## config.mk

```make
export PLATFORM = sky130hd
export DESIGN_NAME = echo_distance_average_and_vote
export DESIGN_NICKNAME = d
export VERILOG_FILES = /design/src/rtl/edav_pkg.sv /design/src/rtl/echo_distance_average_and_vote.sv /design/src/rtl/edav_alu.sv /design/src/rtl/edav_ctrl.sv
export SDC_FILE = /design/constraint.sdc
export NUM_CORES = 1
export LEC_CHECK = 0
export ABC_AREA = 1
export ABC_CLOCK_PERIOD_IN_PS = 7050
export CORE_ASPECT_RATIO = 1.2
export CORE_MARGIN = 2
export CORE_UTILIZATION = 40
export DETAILED_ROUTE_END_ITERATION = 16
export DONT_BUFFER_PORTS = 1
export GPL_ROUTABILITY_DRIVEN = 1
export GPL_TIMING_DRIVEN = 0
export HOLD_SLACK_MARGIN = 0.1
export PLACE_DENSITY = 0.57
export SYNTH_ARGS = -nofsm -noshare
export SYNTH_HDL_FRONTEND = slang
export SYNTH_SLANG_ARGS = --single-unit
export TNS_END_PERCENT = 10
```

## constraint.sdc

```tcl
create_clock -name clk -period 7.05 [get_ports clk]
set_input_delay 0.3525 -clock clk [delete_from_list [all_inputs] [get_ports clk]]
set_output_delay 0.3525 -clock clk [all_outputs]
set_load 0.03 [all_outputs]
```

## src/rtl/edav_pkg.sv

```systemverilog
`default_nettype none
package edav_pkg;

  localparam int ECHO_W  = 16;
  localparam int DIST_W  = 19;
  localparam int SUM_W   = 24;
  localparam int CNT_W   = 8;
  localparam int CIDX_W  = 3;
  localparam int CDATA_W = 16;

  // Distance in 1/256 cm is (echo_us * 1114) >> 8.
  localparam logic [10:0] ECHO_SCALE = 11'd1114;

  // Configuration register indexes.
  localparam logic [CIDX_W-1:0] CFG_MODE       = 3'd0;
  localparam logic [CIDX_W-1:0] CFG_TIMEOUT    = 3'd1;
  localparam logic [CIDX_W-1:0] CFG_MIN_DIST   = 3'd2;
  localparam logic [CIDX_W-1:0] CFG_MAX_DIST   = 3'd3;
  localparam logic [CIDX_W-1:0] CFG_SAMPLE_CNT = 3'd4;
  localparam logic [CIDX_W-1:0] CFG_WALL_THR   = 3'd5;
  localparam logic [CIDX_W-1:0] CFG_VOTE_TOTAL = 3'd6;
  localparam logic [CIDX_W-1:0] CFG_VOTE_MIN   = 3'd7;

  localparam logic        RST_MODE       = 1'b0;
  localparam logic [15:0] RST_TIMEOUT    = 16'd3000;
  localparam logic [15:0] RST_MIN_DIST   = 16'd512;
  localparam logic [15:0] RST_MAX_DIST   = 16'd13056;
  localparam logic [7:0]  RST_SAMPLE_CNT = 8'd5;
  localparam logic [15:0] RST_WALL_THR   = 16'd5120;
  localparam logic [7:0]  RST_VOTE_TOTAL = 8'd5;
  localparam logic [7:0]  RST_VOTE_MIN   = 8'd3;

  localparam logic MODE_AVERAGE = 1'b0;
  localparam logic MODE_VOTE    = 1'b1;

  localparam logic ALU_ADD = 1'b0;
  localparam logic ALU_SUB = 1'b1;

  typedef struct packed {
    logic        mode;
    logic [15:0] timeout_us;
    logic [15:0] min_dist;
    logic [15:0] max_dist;
    logic [7:0]  sample_count;
    logic [15:0] wall_threshold;
    logic [7:0]  vote_total;
    logic [7:0]  vote_minimum;
  } cfg_t;

  typedef struct packed {
    logic             op;
    logic [SUM_W-1:0] a;
    logic [SUM_W-1:0] b;
  } alu_req_t;

  // cb is the carry out of an add or the borrow out of a subtract.
  typedef struct packed {
    logic [SUM_W-1:0] y;
    logic             cb;
  } alu_rsp_t;

  typedef struct packed {
    logic [15:0] distance;
    logic        distance_valid;
    logic        wall_ahead;
    logic [7:0]  detections;
  } res_t;

endpackage
`default_nettype wire

```

## src/rtl/echo_distance_average_and_vote.sv

```systemverilog
// Echo range filter: turns ultrasonic echo widths into distances and either
// averages them over a run or votes on whether a wall is near.
// Input channel: in_valid/in_stall with echo_us. The block stalls the input
// while it works on an item, so one item is in flight at a time.
// Output channel: out_valid/out_stall with distance, distance_valid,
// wall_ahead and detections. One item comes out at the end of each run.
// For each item the block multiplies by the scale factor, then runs the limit
// tests and accumulation on a single shared add/subtract unit, before it can
// take the next one. An item that ends a run adds a result state, from which
// the result moves to the output register. Ending an average run with valid
// samples first adds restoring division on the same unit. The result sits in
// an output register; the block keeps working while it waits there, and only
// holds its next result when that register is still stalled.
// Configuration: cfg_valid/cfg_ready with cfg_index and cfg_data, to be written
// only while idle; the block itself does not enforce this. Writing the mode register restarts the run.
// Reset (rst, synchronous) restores the register defaults and clears the run.
`default_nettype none
module echo_distance_average_and_vote (
  input  wire                            clk,
  input  wire                            rst,
  input  wire                            in_valid,
  output logic                           in_stall,
  input  wire [15:0]                     echo_us,
  output logic                           out_valid,
  input  wire                            out_stall,
  output logic [15:0]                    distance,
  output logic                           distance_valid,
  output logic                           wall_ahead,
  output logic [7:0]                     detections,
  input  wire                            cfg_valid,
  output logic                           cfg_ready,
  input  wire [edav_pkg::CIDX_W-1:0]     cfg_index,
  input  wire [edav_pkg::CDATA_W-1:0]    cfg_data
);
  import edav_pkg::*;

  cfg_t     cfg;
  alu_req_t alu_req;
  alu_rsp_t alu_rsp;
  res_t     res;
  logic     res_valid;
  logic     res_take;
  logic     cfg_write;
  logic     clear_run;

  assign cfg_ready = 1'b1;
  assign cfg_write = cfg_valid & cfg_ready;
  assign clear_run = cfg_write && (cfg_index == CFG_MODE);

  always_ff @(posedge clk) begin
    if (rst) begin
      cfg.mode           <= RST_MODE;
      cfg.timeout_us     <= RST_TIMEOUT;
      cfg.min_dist       <= RST_MIN_DIST;
      cfg.max_dist       <= RST_MAX_DIST;
      cfg.sample_count   <= RST_SAMPLE_CNT;
      cfg.wall_threshold <= RST_WALL_THR;
      cfg.vote_total     <= RST_VOTE_TOTAL;
      cfg.vote_minimum   <= RST_VOTE_MIN;
    end else if (cfg_write) begin
      unique case (cfg_index)
        CFG_MODE:       cfg.mode           <= cfg_data[0];
        CFG_TIMEOUT:    cfg.timeout_us     <= cfg_data;
        CFG_MIN_DIST:   cfg.min_dist       <= cfg_data;
        CFG_MAX_DIST:   cfg.max_dist       <= cfg_data;
        CFG_SAMPLE_CNT: cfg.sample_count   <= cfg_data[7:0];
        CFG_WALL_THR:   cfg.wall_threshold <= cfg_data;
        CFG_VOTE_TOTAL: cfg.vote_total     <= cfg_data[7:0];
        CFG_VOTE_MIN:   cfg.vote_minimum   <= cfg_data[7:0];
        default: begin
        end
      endcase
    end
  end

  edav_alu u_alu (
    .req (alu_req),
    .rsp (alu_rsp)
  );

  edav_ctrl u_ctrl (
    .clk       (clk),
    .rst       (rst),
    .cfg       (cfg),
    .clear_run (clear_run),
    .in_valid  (in_valid),
    .echo_us   (echo_us),
    .in_stall  (in_stall),
    .alu_req   (alu_req),
    .alu_rsp   (alu_rsp),
    .res_valid (res_valid),
    .res_take  (res_take),
    .res       (res)
  );

  assign res_take = res_valid & (~out_valid | ~out_stall);

  always_ff @(posedge clk) begin
    if (rst) begin
      out_valid <= 1'b0;
    end else if (res_take) begin
      out_valid <= 1'b1;
    end else if (!out_stall) begin
      out_valid <= 1'b0;
    end
  end

  always_ff @(posedge clk) begin
    if (res_take) begin
      distance       <= res.distance;
      distance_valid <= res.distance_valid;
      wall_ahead     <= res.wall_ahead;
      detections     <= res.detections;
    end
  end

`ifndef ASSERT_OFF
  a_avg_fields_clean: assert property (@(posedge clk) disable iff (rst)
    out_valid && distance_valid |-> !wall_ahead && detections == 8'd0)
    else $error("average result carries vote fields");

  a_no_mean_is_zero: assert property (@(posedge clk) disable iff (rst)
    out_valid && !distance_valid |-> distance == 16'd0)
    else $error("result without valid samples has nonzero distance");

  a_busy_after_accept: assert property (@(posedge clk) disable iff (rst)
    in_valid && !in_stall |=> in_stall)
    else $error("input taken again while an item is in progress");
`endif

endmodule
`default_nettype wire

```

## src/rtl/edav_alu.sv

```systemverilog
`default_nettype none
module edav_alu (
  input  var edav_pkg::alu_req_t req,
  output var edav_pkg::alu_rsp_t rsp
);
  import edav_pkg::*;

  logic [SUM_W:0] full;

  always_comb begin
    case (req.op)
      ALU_ADD: full = {1'b0, req.a} + {1'b0, req.b};
      default: full = {1'b0, req.a} - {1'b0, req.b};
    endcase
  end

  assign rsp.y  = full[SUM_W-1:0];
  assign rsp.cb = full[SUM_W];

endmodule
`default_nettype wire

```

## src/rtl/edav_ctrl.sv

```systemverilog
`default_nettype none
module edav_ctrl (
  input  wire                    clk,
  input  wire                    rst,
  input  var edav_pkg::cfg_t     cfg,
  input  wire                    clear_run,
  input  wire                    in_valid,
  input  wire [15:0]             echo_us,
  output logic                   in_stall,
  output edav_pkg::alu_req_t     alu_req,
  input  var edav_pkg::alu_rsp_t alu_rsp,
  output logic                   res_valid,
  input  wire                    res_take,
  output edav_pkg::res_t         res
);
  import edav_pkg::*;

  localparam logic [3:0] S_IDLE  = 4'd0;
  localparam logic [3:0] S_MUL   = 4'd1;
  localparam logic [3:0] S_TO    = 4'd2;
  localparam logic [3:0] S_MIN   = 4'd3;
  localparam logic [3:0] S_MAX   = 4'd4;
  localparam logic [3:0] S_ACC   = 4'd5;
  localparam logic [3:0] S_LIMIT = 4'd6;
  localparam logic [3:0] S_DIV   = 4'd7;
  localparam logic [3:0] S_DONE  = 4'd8;

  logic [3:0]        state;
  logic [ECHO_W-1:0] echo;
  logic [DIST_W-1:0] sample_dist;
  logic              sample_ok;
  logic [SUM_W-1:0]  distance_sum;
  logic [CNT_W-1:0]  valid_samples;
  logic [CNT_W-1:0]  samples_seen;
  logic [CNT_W-1:0]  near_count;
  logic [CNT_W-1:0]  div_rem;
  logic [SUM_W-1:0]  div_quo;
  logic [CNT_W-1:0]  div_den;
  logic [4:0]        div_cnt;

  logic [26:0]       product;
  logic [CNT_W:0]    div_shift;
  logic [CNT_W-1:0]  run_limit;

  assign product   = 27'(echo) * 27'(ECHO_SCALE);
  assign div_shift = {div_rem, div_quo[SUM_W-1]};
  assign run_limit = (cfg.mode == MODE_VOTE) ? cfg.vote_total : cfg.sample_count;

  assign in_stall  = (state != S_IDLE);
  assign res_valid = (state == S_DONE);

  always_comb begin
    alu_req.op = ALU_SUB;
    alu_req.a  = '0;
    alu_req.b  = '0;
    unique case (state)
      S_TO: begin
        alu_req.a = SUM_W'(cfg.timeout_us);
        alu_req.b = SUM_W'(echo);
      end
      S_MIN: begin
        alu_req.a = SUM_W'(sample_dist);
        alu_req.b = SUM_W'(cfg.min_dist);
      end
      S_MAX: begin
        alu_req.a = SUM_W'(cfg.max_dist);
        alu_req.b = SUM_W'(sample_dist);
      end
      S_ACC: begin
        if (cfg.mode == MODE_VOTE) begin
          alu_req.a = SUM_W'(sample_dist);
          alu_req.b = SUM_W'(cfg.wall_threshold);
        end else begin
          alu_req.op = ALU_ADD;
          alu_req.a  = distance_sum;
          alu_req.b  = SUM_W'(sample_dist);
        end
      end
      S_LIMIT: begin
        alu_req.a = SUM_W'(samples_seen);
        alu_req.b = SUM_W'(run_limit);
      end
      S_DIV: begin
        alu_req.a = SUM_W'(div_shift);
        alu_req.b = SUM_W'(div_den);
      end
      default: begin
        alu_req.op = ALU_SUB;
      end
    endcase
  end

  always_ff @(posedge clk) begin
    if (rst) begin
      state         <= S_IDLE;
      sample_ok     <= 1'b0;
      distance_sum  <= '0;
      valid_samples <= '0;
      samples_seen  <= '0;
      near_count    <= '0;
      div_cnt       <= '0;
    end else begin
      unique case (state) inside
        S_IDLE: begin
          if (in_valid) begin
            echo  <= echo_us;
            state <= S_MUL;
          end
        end
        S_MUL: begin
          sample_dist <= product[26:8];
          sample_ok   <= (echo != '0);
          state       <= S_TO;
        end
        S_TO, S_MIN, S_MAX: begin
          // Each limit test passes when the subtract does not borrow.
          sample_ok <= sample_ok & ~alu_rsp.cb;
          state     <= (state == S_TO) ? S_MIN : (state == S_MIN) ? S_MAX : S_ACC;
        end
        S_ACC: begin
          samples_seen <= samples_seen + 1'b1;
          if (cfg.mode == MODE_VOTE) begin
            if (sample_ok && alu_rsp.cb) begin
              near_count <= near_count + 1'b1;
            end
          end else if (sample_ok) begin
            distance_sum  <= alu_rsp.y;
            valid_samples <= valid_samples + 1'b1;
          end
          state <= S_LIMIT;
        end
        S_LIMIT: begin
          if (alu_rsp.cb) begin
            state <= S_IDLE;
          end else begin
            distance_sum  <= '0;
            valid_samples <= '0;
            samples_seen  <= '0;
            near_count    <= '0;
            if (cfg.mode == MODE_VOTE) begin
              res.distance       <= '0;
              res.distance_valid <= 1'b0;
              res.wall_ahead     <= (near_count >= cfg.vote_minimum);
              res.detections     <= near_count;
              state              <= S_DONE;
            end else if (valid_samples == '0) begin
              res   <= '0;
              state <= S_DONE;
            end else begin
              div_quo <= distance_sum;
              div_rem <= '0;
              div_den <= valid_samples;
              div_cnt <= 5'(SUM_W - 1);
              state   <= S_DIV;
            end
          end
        end
        S_DIV: begin
          // Restoring division, one quotient bit per cycle.
          div_rem <= alu_rsp.cb ? div_shift[CNT_W-1:0] : alu_rsp.y[CNT_W-1:0];
          div_quo <= {div_quo[SUM_W-2:0], ~alu_rsp.cb};
          if (div_cnt == '0) begin
            res.distance       <= {div_quo[14:0], ~alu_rsp.cb};
            res.distance_valid <= 1'b1;
            res.wall_ahead     <= 1'b0;
            res.detections     <= '0;
            state              <= S_DONE;
          end else begin
            div_cnt <= div_cnt - 1'b1;
          end
        end
        S_DONE: begin
          if (res_take) begin
            state <= S_IDLE;
          end
        end
        default: begin
          state <= S_IDLE;
        end
      endcase
      if (clear_run) begin
        distance_sum  <= '0;
        valid_samples <= '0;
        samples_seen  <= '0;
        near_count    <= '0;
      end
    end
  end

endmodule
`default_nettype wire

```

# Word level (Yosys, flattened, before mapping)
# Cells that the tools add are included.
dict set report totals {
  ff_bits 275
  in_bits 40
  output_inout_bits 29
  wordCells 154
}
dict set report op_classes {
  addsub 6
  multipliers 1
  n_lt_le_gt_ge 1
  n_eq_ne 28
  n_mux 49
  n_bitwise 9
  n_reduce_logical 31
}
# op n
set op_table {}
lappend op_table {{case mux 48 bit (6 select lines)} 1}
lappend op_table {{two-way mux 24 bit} 6}
lappend op_table {{two-way mux 26 bit} 4}
lappend op_table {{case mux 24 bit (2 select lines)} 2}
lappend op_table {{two-way mux 8 bit} 10}
lappend op_table {{case mux 8 bit (2 select lines)} 4}
lappend op_table {{case mux 26 bit (2 select lines)} 1}
lappend op_table {{two-way mux 48 bit} 1}
lappend op_table {{two-way mux 4 bit} 7}
lappend op_table {{case mux 4 bit (7 select lines)} 1}
lappend op_table {{multiplier 16 x 10 -> 26 bit, second input constant} 1}
lappend op_table {{adder 24 x 24 -> 25 bit} 1}
lappend op_table {{two-way mux 25 bit} 1}
lappend op_table {{subtractor 24 x 24 -> 25 bit} 1}
lappend op_table {{adder 8 x 1 -> 8 bit, second input constant} 3}
lappend op_table {{two-way mux 5 bit} 4}
lappend op_table {{AND reduction 2 bit} 10}
lappend op_table {{AND reduction 5 bit} 4}
lappend op_table {{inequality test 2 bit, second input constant} 9}
lappend op_table {{equality test 4 x 3 -> 1 bit, second input constant} 4}
lappend op_table {{nonzero test 16 bit} 1}
lappend op_table {{equality test 3 bit, second input constant} 4}
lappend op_table {{case mux 5 bit (2 select lines)} 1}
lappend op_table {{equality test 4 x 2 -> 1 bit, second input constant} 2}
lappend op_table {{other kinds (24)} 42}

# Longest topological paths before layout
dict set report depth {
  ltp_word 8
  mapped_depth 36
  mapped_depth_nobuf 33
}

# By module
# A second synthesis with hierarchy kept.
dict set report unflattened {
  cells_unflattened 2376
  hier_area_um2 17797.1
}
# module instances cells_each area_each_um2 seq_area_each_um2
set by_module_without_submodules {}
lappend by_module_without_submodules {edav_ctrl 1 1307 10951.8 4194.0}
lappend by_module_without_submodules {echo_distance_average_and_vote 1 532 4304.1 2582.5}
lappend by_module_without_submodules {edav_alu 1 537 2541.2 0.0}

# Least setup slack after synthesis
# OpenSTA, ideal clock, no wires.
dict set report synth_timing {
  path_type {reg-to-reg}
  start {reg u_ctrl.state[3]}
  end {reg u_ctrl.div_quo[0] (enable)}
  arrival_ps 5066
  slack_ps 1563
  stages_incl_launch_ff 29
  n_path_buf 2
  period_less_slack_ps 5487
  cell_sequence {dfxtp_1 -> inv_2 -> nand2_4 -> nor2_1 -> buf_2 -> inv_2 -> nor2_1 -> buf_2 -> nor2_1 -> o21a_1 -> ha_1 -> nand3_1 -> nor2_2 -> nand3_2 -> nor3_1 -> nor2_1 -> a21oi_1 -> xnor2_1 -> ha_1 -> nand2_1 -> nor2_1 -> a21oi_1 -> o21ai_0 -> inv_1 -> nand2_1 -> nand3_2 -> nand3_1 -> nand2_1 -> nor2_1}
}
dict set report synth_between {
  elab_chain_len 6
  elab_cells_between_ends 16
  classes_between {add/sub (2); eq/ne (9); mux (3); reduce/logical (2)}
}
# element line
set synth_rtl {}
lappend synth_rtl {{from (decl)} edav_ctrl.sv:28} ;# logic [3:0] state;
lappend synth_rtl {{from (signal assigned)} edav_ctrl.sv:118} ;# state <= (state == S_TO) ? S_MIN : (state == S_MIN) ? S_MAX : S_ACC;
lappend synth_rtl {{equality test 4 x 3 -> 1 bit / equality test 4 x 2 -> 1 bit (equally long branches)} edav_ctrl.sv:56} ;# unique case (state)
lappend synth_rtl {{case mux 48 bit (6 select lines)} edav_ctrl.sv:56}
lappend synth_rtl {{adder 24 x 24 -> 25 bit / subtractor 24 x 24 -> 25 bit (equally long branches)} {edav_alu.sv:12, edav_alu.sv:13}}
lappend synth_rtl {{two-way mux 25 bit} edav_alu.sv:11} ;# case (req.op)
lappend synth_rtl {{inequality test 2 bit (no source line)} --}
lappend synth_rtl {{AND reduction 5 bit (no source line) (*)} --}
lappend synth_rtl {{to (signal assigned)} edav_ctrl.sv:150} ;# div_quo <= distance_sum;
lappend synth_rtl {{to (signal assigned)} edav_ctrl.sv:161} ;# div_quo <= {div_quo[SUM_W-2:0], ~alu_rsp.cb};
lappend synth_rtl {{to (decl)} edav_ctrl.sv:37} ;# logic [SUM_W-1:0] div_quo;
# Every way passes the cells marked *; elsewhere a longest branch is shown, timed or not.
# A chain may end at the register's enable or synchronous reset.

# Worst setup path after layout
dict set report layout_timing {
  start {reg, netlist name cfg[88]}
  end {reg, netlist name u_ctrl.res[23]}
}
dict set report layout_between {
  elab_chain_len 6
  elab_cells_between_ends 11
  classes_between {add/sub (2); eq/ne (2); mux (6); reduce/logical (1)}
}
# element line
set layout_rtl {}
lappend layout_rtl {{two-way mux 48 bit / two-way mux 8 bit (equally long branches)} {edav_ctrl.sv:70, edav_ctrl.sv:47}}
lappend layout_rtl {{case mux 48 bit (6 select lines)} edav_ctrl.sv:56}
lappend layout_rtl {{adder 24 x 24 -> 25 bit / subtractor 24 x 24 -> 25 bit (equally long branches)} {edav_alu.sv:12, edav_alu.sv:13}}
lappend layout_rtl {{two-way mux 25 bit} edav_alu.sv:11}
lappend layout_rtl {{inequality test 2 bit (no source line)} --}
lappend layout_rtl {{AND reduction 5 bit (no source line) (*)} --}
# Marked as above.

==> flow_summary_export.csv <==
group,metric,value,unit
pwr,p_clk_share,19.9,%
place,place_ws,0.5456,ns
pwr,swShare,45.06,%
place,port-buffer-count,0,
worst_setup_path,cp_slowest_cell,"inv_1",
die,core_region_area,40740,um^2
synth,syn-num-nets,2255,
route,drt_iter0_drc,975,
route,wl_per_cell,18.27,um
sta,finalCritPeriodShare,93.90,%
place,dp_hpwl,38.63,mm
worst_setup_path,crit_type,"flop to flop",
pwr,p_per_area,431.8,nW/um^2
die,die_height,226.4,um
synth,synth_xor_area_share,2.975,%
grt,grt_pass1_vias,13610,
synth,synth_cells,2048,
job,cap_violations,0,
place,finalWeightedCongestion,0.9200,
synth,syn_area,16490,um^2
worst_hold_path,hold_path_class,"input port to flop",
grt,grt_max_degree,33,
finish,final_core_util,45.52,%
synth,ys_ff_latch,275,
die,die-area,42860,um^2
grt,grt_pass1_wl,75.73,mm
sta,setup_slack,0.4299,ns
pwr,internal_power,0.004400,W
route,finalWirelength,48.99,mm
synth,yosysUniqueCellTypes,50,
die,rows,81,
cts,clock_tree.buffer_depth,3,
finish,layout.nets,2324,
worst_setup_path,reg2reg_depth,25,
cts,insertion_delay,0.59,ns
pwr,worst_ir_drop_vdd,0.0003177,V
die,dieWidth,189.3,um
worst_setup_path,cp-end-kind,"flop",
cts,cts_buffers,30,
grt,gr-total-overflow,0,
route,vias,13790,
pwr,seq_power_share,25.3,%
sta,rsz0062_at_grt,"false",
cts,cts-root-buf,"clkbuf_16",
worst_setup_path,crit_fanout,26,
synth,syn_avg_cell_area,8.050,um^2
cts,clk_pin_slew,0.06,ns
sta,final_max_slew_viol_count,0,
finish,final_cell_mix,"nand2_1, nor2_1, inv_1",
sta,relSlewSlack,34.26,%
cts,postCtsSetupRepairBufs,0,
sta,hold_viol,0,
synth,synth_ff_type,"dfxtp_1",
synth,synth_compound_area_share,12.01,%
sta,period_minus_slack,6.620,ns
sta,finalSetupViolations,0,
cts,htree_levels,1,
route,ant_nets,0,
synth,synth_enable_flop_cells,127,
worst_setup_path,critical_path_required,7.24,ns
finish,syn_to_final_growth,12.48,%
finish,final_common_cell,"nand2_1",
route,drc,0,
sta,fin_worst_skew,0.03289,ns
sta,max_freq,0.1511,GHz
route,viasPerCell,5.142,
grt,grt_antenna_before_repair,2,
synth,async_flop_share,0,%
synth,synthAdderAreaFrac,14.22,%
status,status,"finished, final reports clean",
die,start_util,40.47,%
cts,cts_tree,"yes",
pwr,p_leak,8.196,nW
synth,synth_top_family_by_area,"simple AND/OR/NAND/NOR gates",
synth,seq_area_frac_synth,41.10,%
route,first_pass_iters,5,
synth,yosysWarningCount,0,
synth,yosys.area_share.simple,22.65,%
synth,synth_mux_area_share,0,%
worst_setup_path,crit_path_max_incr_delay,0.74,ns
cts,clock-sinks,275,
grt,grtUsageTotal,22.90,%
worst_hold_path,min_path_cells,4,
finish,drive_above_1_share,5.231,%
worst_setup_path,worst_ep_arrival_time,6.81,ns
pwr,power_switching,0.003609,W
worst_setup_path,startpoint_type,"flop",
die,pin_count,69,
pwr,comb_power_share,54.8,%
sta,tightest_slew,0.9850,ns
## repair_timing
item | CTS | global route
hold buffers | 37 | 0
hold endpoints to repair | 100 | 0
gates resized for setup | 0 | 0
## per-layer routing
metal  track usage (%)  wire, um  vias to the layer above
li1                  -         -                     6908
met1             27.40     20180                     6422
met2             42.60     24820                      374
met3             2.291      2360                       81
met4             7.902      1619                        2
met5                 0        12                        -
## power groups by stage
stage               Combinational, W  Sequential (W)  Clock, W
global placement             0.00425         0.00205         0
global route                 0.00497         0.00204   0.00169
detailed placement           0.00431         0.00206         0
floorplan                    0.00329         0.00201         0
CTS                          0.00435         0.00202   0.00162
finish                       0.00439         0.00202   0.00160
## registers in the layout, summed over array words and instances (netlist names)
signal	cells
cfg	89
detections	8
distance	16
distance_valid	1
out_valid	1
u_ctrl.distance_sum	24
u_ctrl.div_cnt	5
u_ctrl.div_den	8
u_ctrl.div_quo	24
u_ctrl.div_rem	8
u_ctrl.echo	16
u_ctrl.near_count	8
u_ctrl.res	26
u_ctrl.sample_dist	19
u_ctrl.sample_ok	1
u_ctrl.samples_seen	8
u_ctrl.state	4
u_ctrl.valid_samples	8
wall_ahead	1
## final timing paths
path | startpoint | to | slack (ns)
setup / recovery | cfg[88] | u_ctrl.res[23] | 0.43
setup reg to reg | cfg[88] | u_ctrl.res[23] | 0.43
hold reg to reg | u_ctrl.res[3] | detections[3] | 0.42
hold / removal | in_valid | u_ctrl.state[3] | 0.14
## cell type report
| class | instances | area, um^2 |
|---|---|---|
| fillers | 4143 | 22200 |
| clock inverters | 12 | 156.4 |
| inverters | 222 | 835.8 |
| flip-flops and latches | 275 | 6777 |
| well taps | 539 | 674.4 |
| plain buffers | 69 | 321.6 |
| multi-input cells | 1482 | 8573 |
| clock buffers | 44 | 834.6 |
| repair buffers | 37 | 370.4 |
| diodes | 1 | 2.502 |
## per-stage QoR
stage | cell area (um^2) | hold WS [ns] | TNS (ns) | power (W) | instances
after floorplan | 16490 | 0.4003 | 0 | 0.005295 | 2048
after global placement | 17160 | 0.4006 | -20.81 | 0.006301 | 2587
after detailed placement | 17180 | 0.4045 | 0 | 0.006362 | 2587
after CTS | 18540 | 0.1105 | 0 | 0.007996 | 2680
after global routing | 18550 | 0.1729 | 0 | 0.008688 | 2681
final | 18550 | 0.1362 | 0 | 0.008008 | 2681
## cells by family (layout without fill, tap and decap cells)
kind of cell / Yosys count / count (layout)
AOI/OAI and AO/OA: 353 / 353
xor gates and xnor gates: 56 / 56
DFF: 275 / 275
adders and majority gates: 167 / 167
other: 1 / 2
and+or+nand+nor: 905 / 905
buffers and inverters: 291 / 384
## synth_stat cells (all sizes together) (3+ instances only)
cell type	instances	share of area [%]
nand2	453	11
o2111ai	7	0.37
nand3b	3	0.14
dfxtp	148	18
a221oi	8	0.42
o31ai	6	0.27
nor2	294	6.9
edfxtp	127	23
buf	24	0.93
a22oi	3	0.14
a21oi	133	4.0
ha	133	10
nor3	20	0.61
fa	34	4.1
nand4	17	0.65
o21ai	144	4.4
o21a	7	0.32
o221ai	7	0.37
o21bai	16	0.73
a21o	3	0.14
nand3	103	3.2
clkbuf	45	1.0
o22ai	4	0.15
inv	218	5.0
clkinv	4	0.091
a31oi	5	0.19
xor2	38	2.0
xnor2	18	0.96
o211ai	5	0.23
nor4	4	0.15
or2	9	0.34
## critical path: cells and delay by family (launching register included)
| kind | cells | cell delay, ns |
|---|---|---|
| simple gates | 13 | 2.55 |
| flops | 1 | 0.39 |
| fa+ha+maj | 2 | 0.54 |
| compound gates | 3 | 0.70 |
| buf+inv | 6 | 1.85 |
| xor+xnor | 1 | 0.16 |
Power figures use the tool's default switching activity.
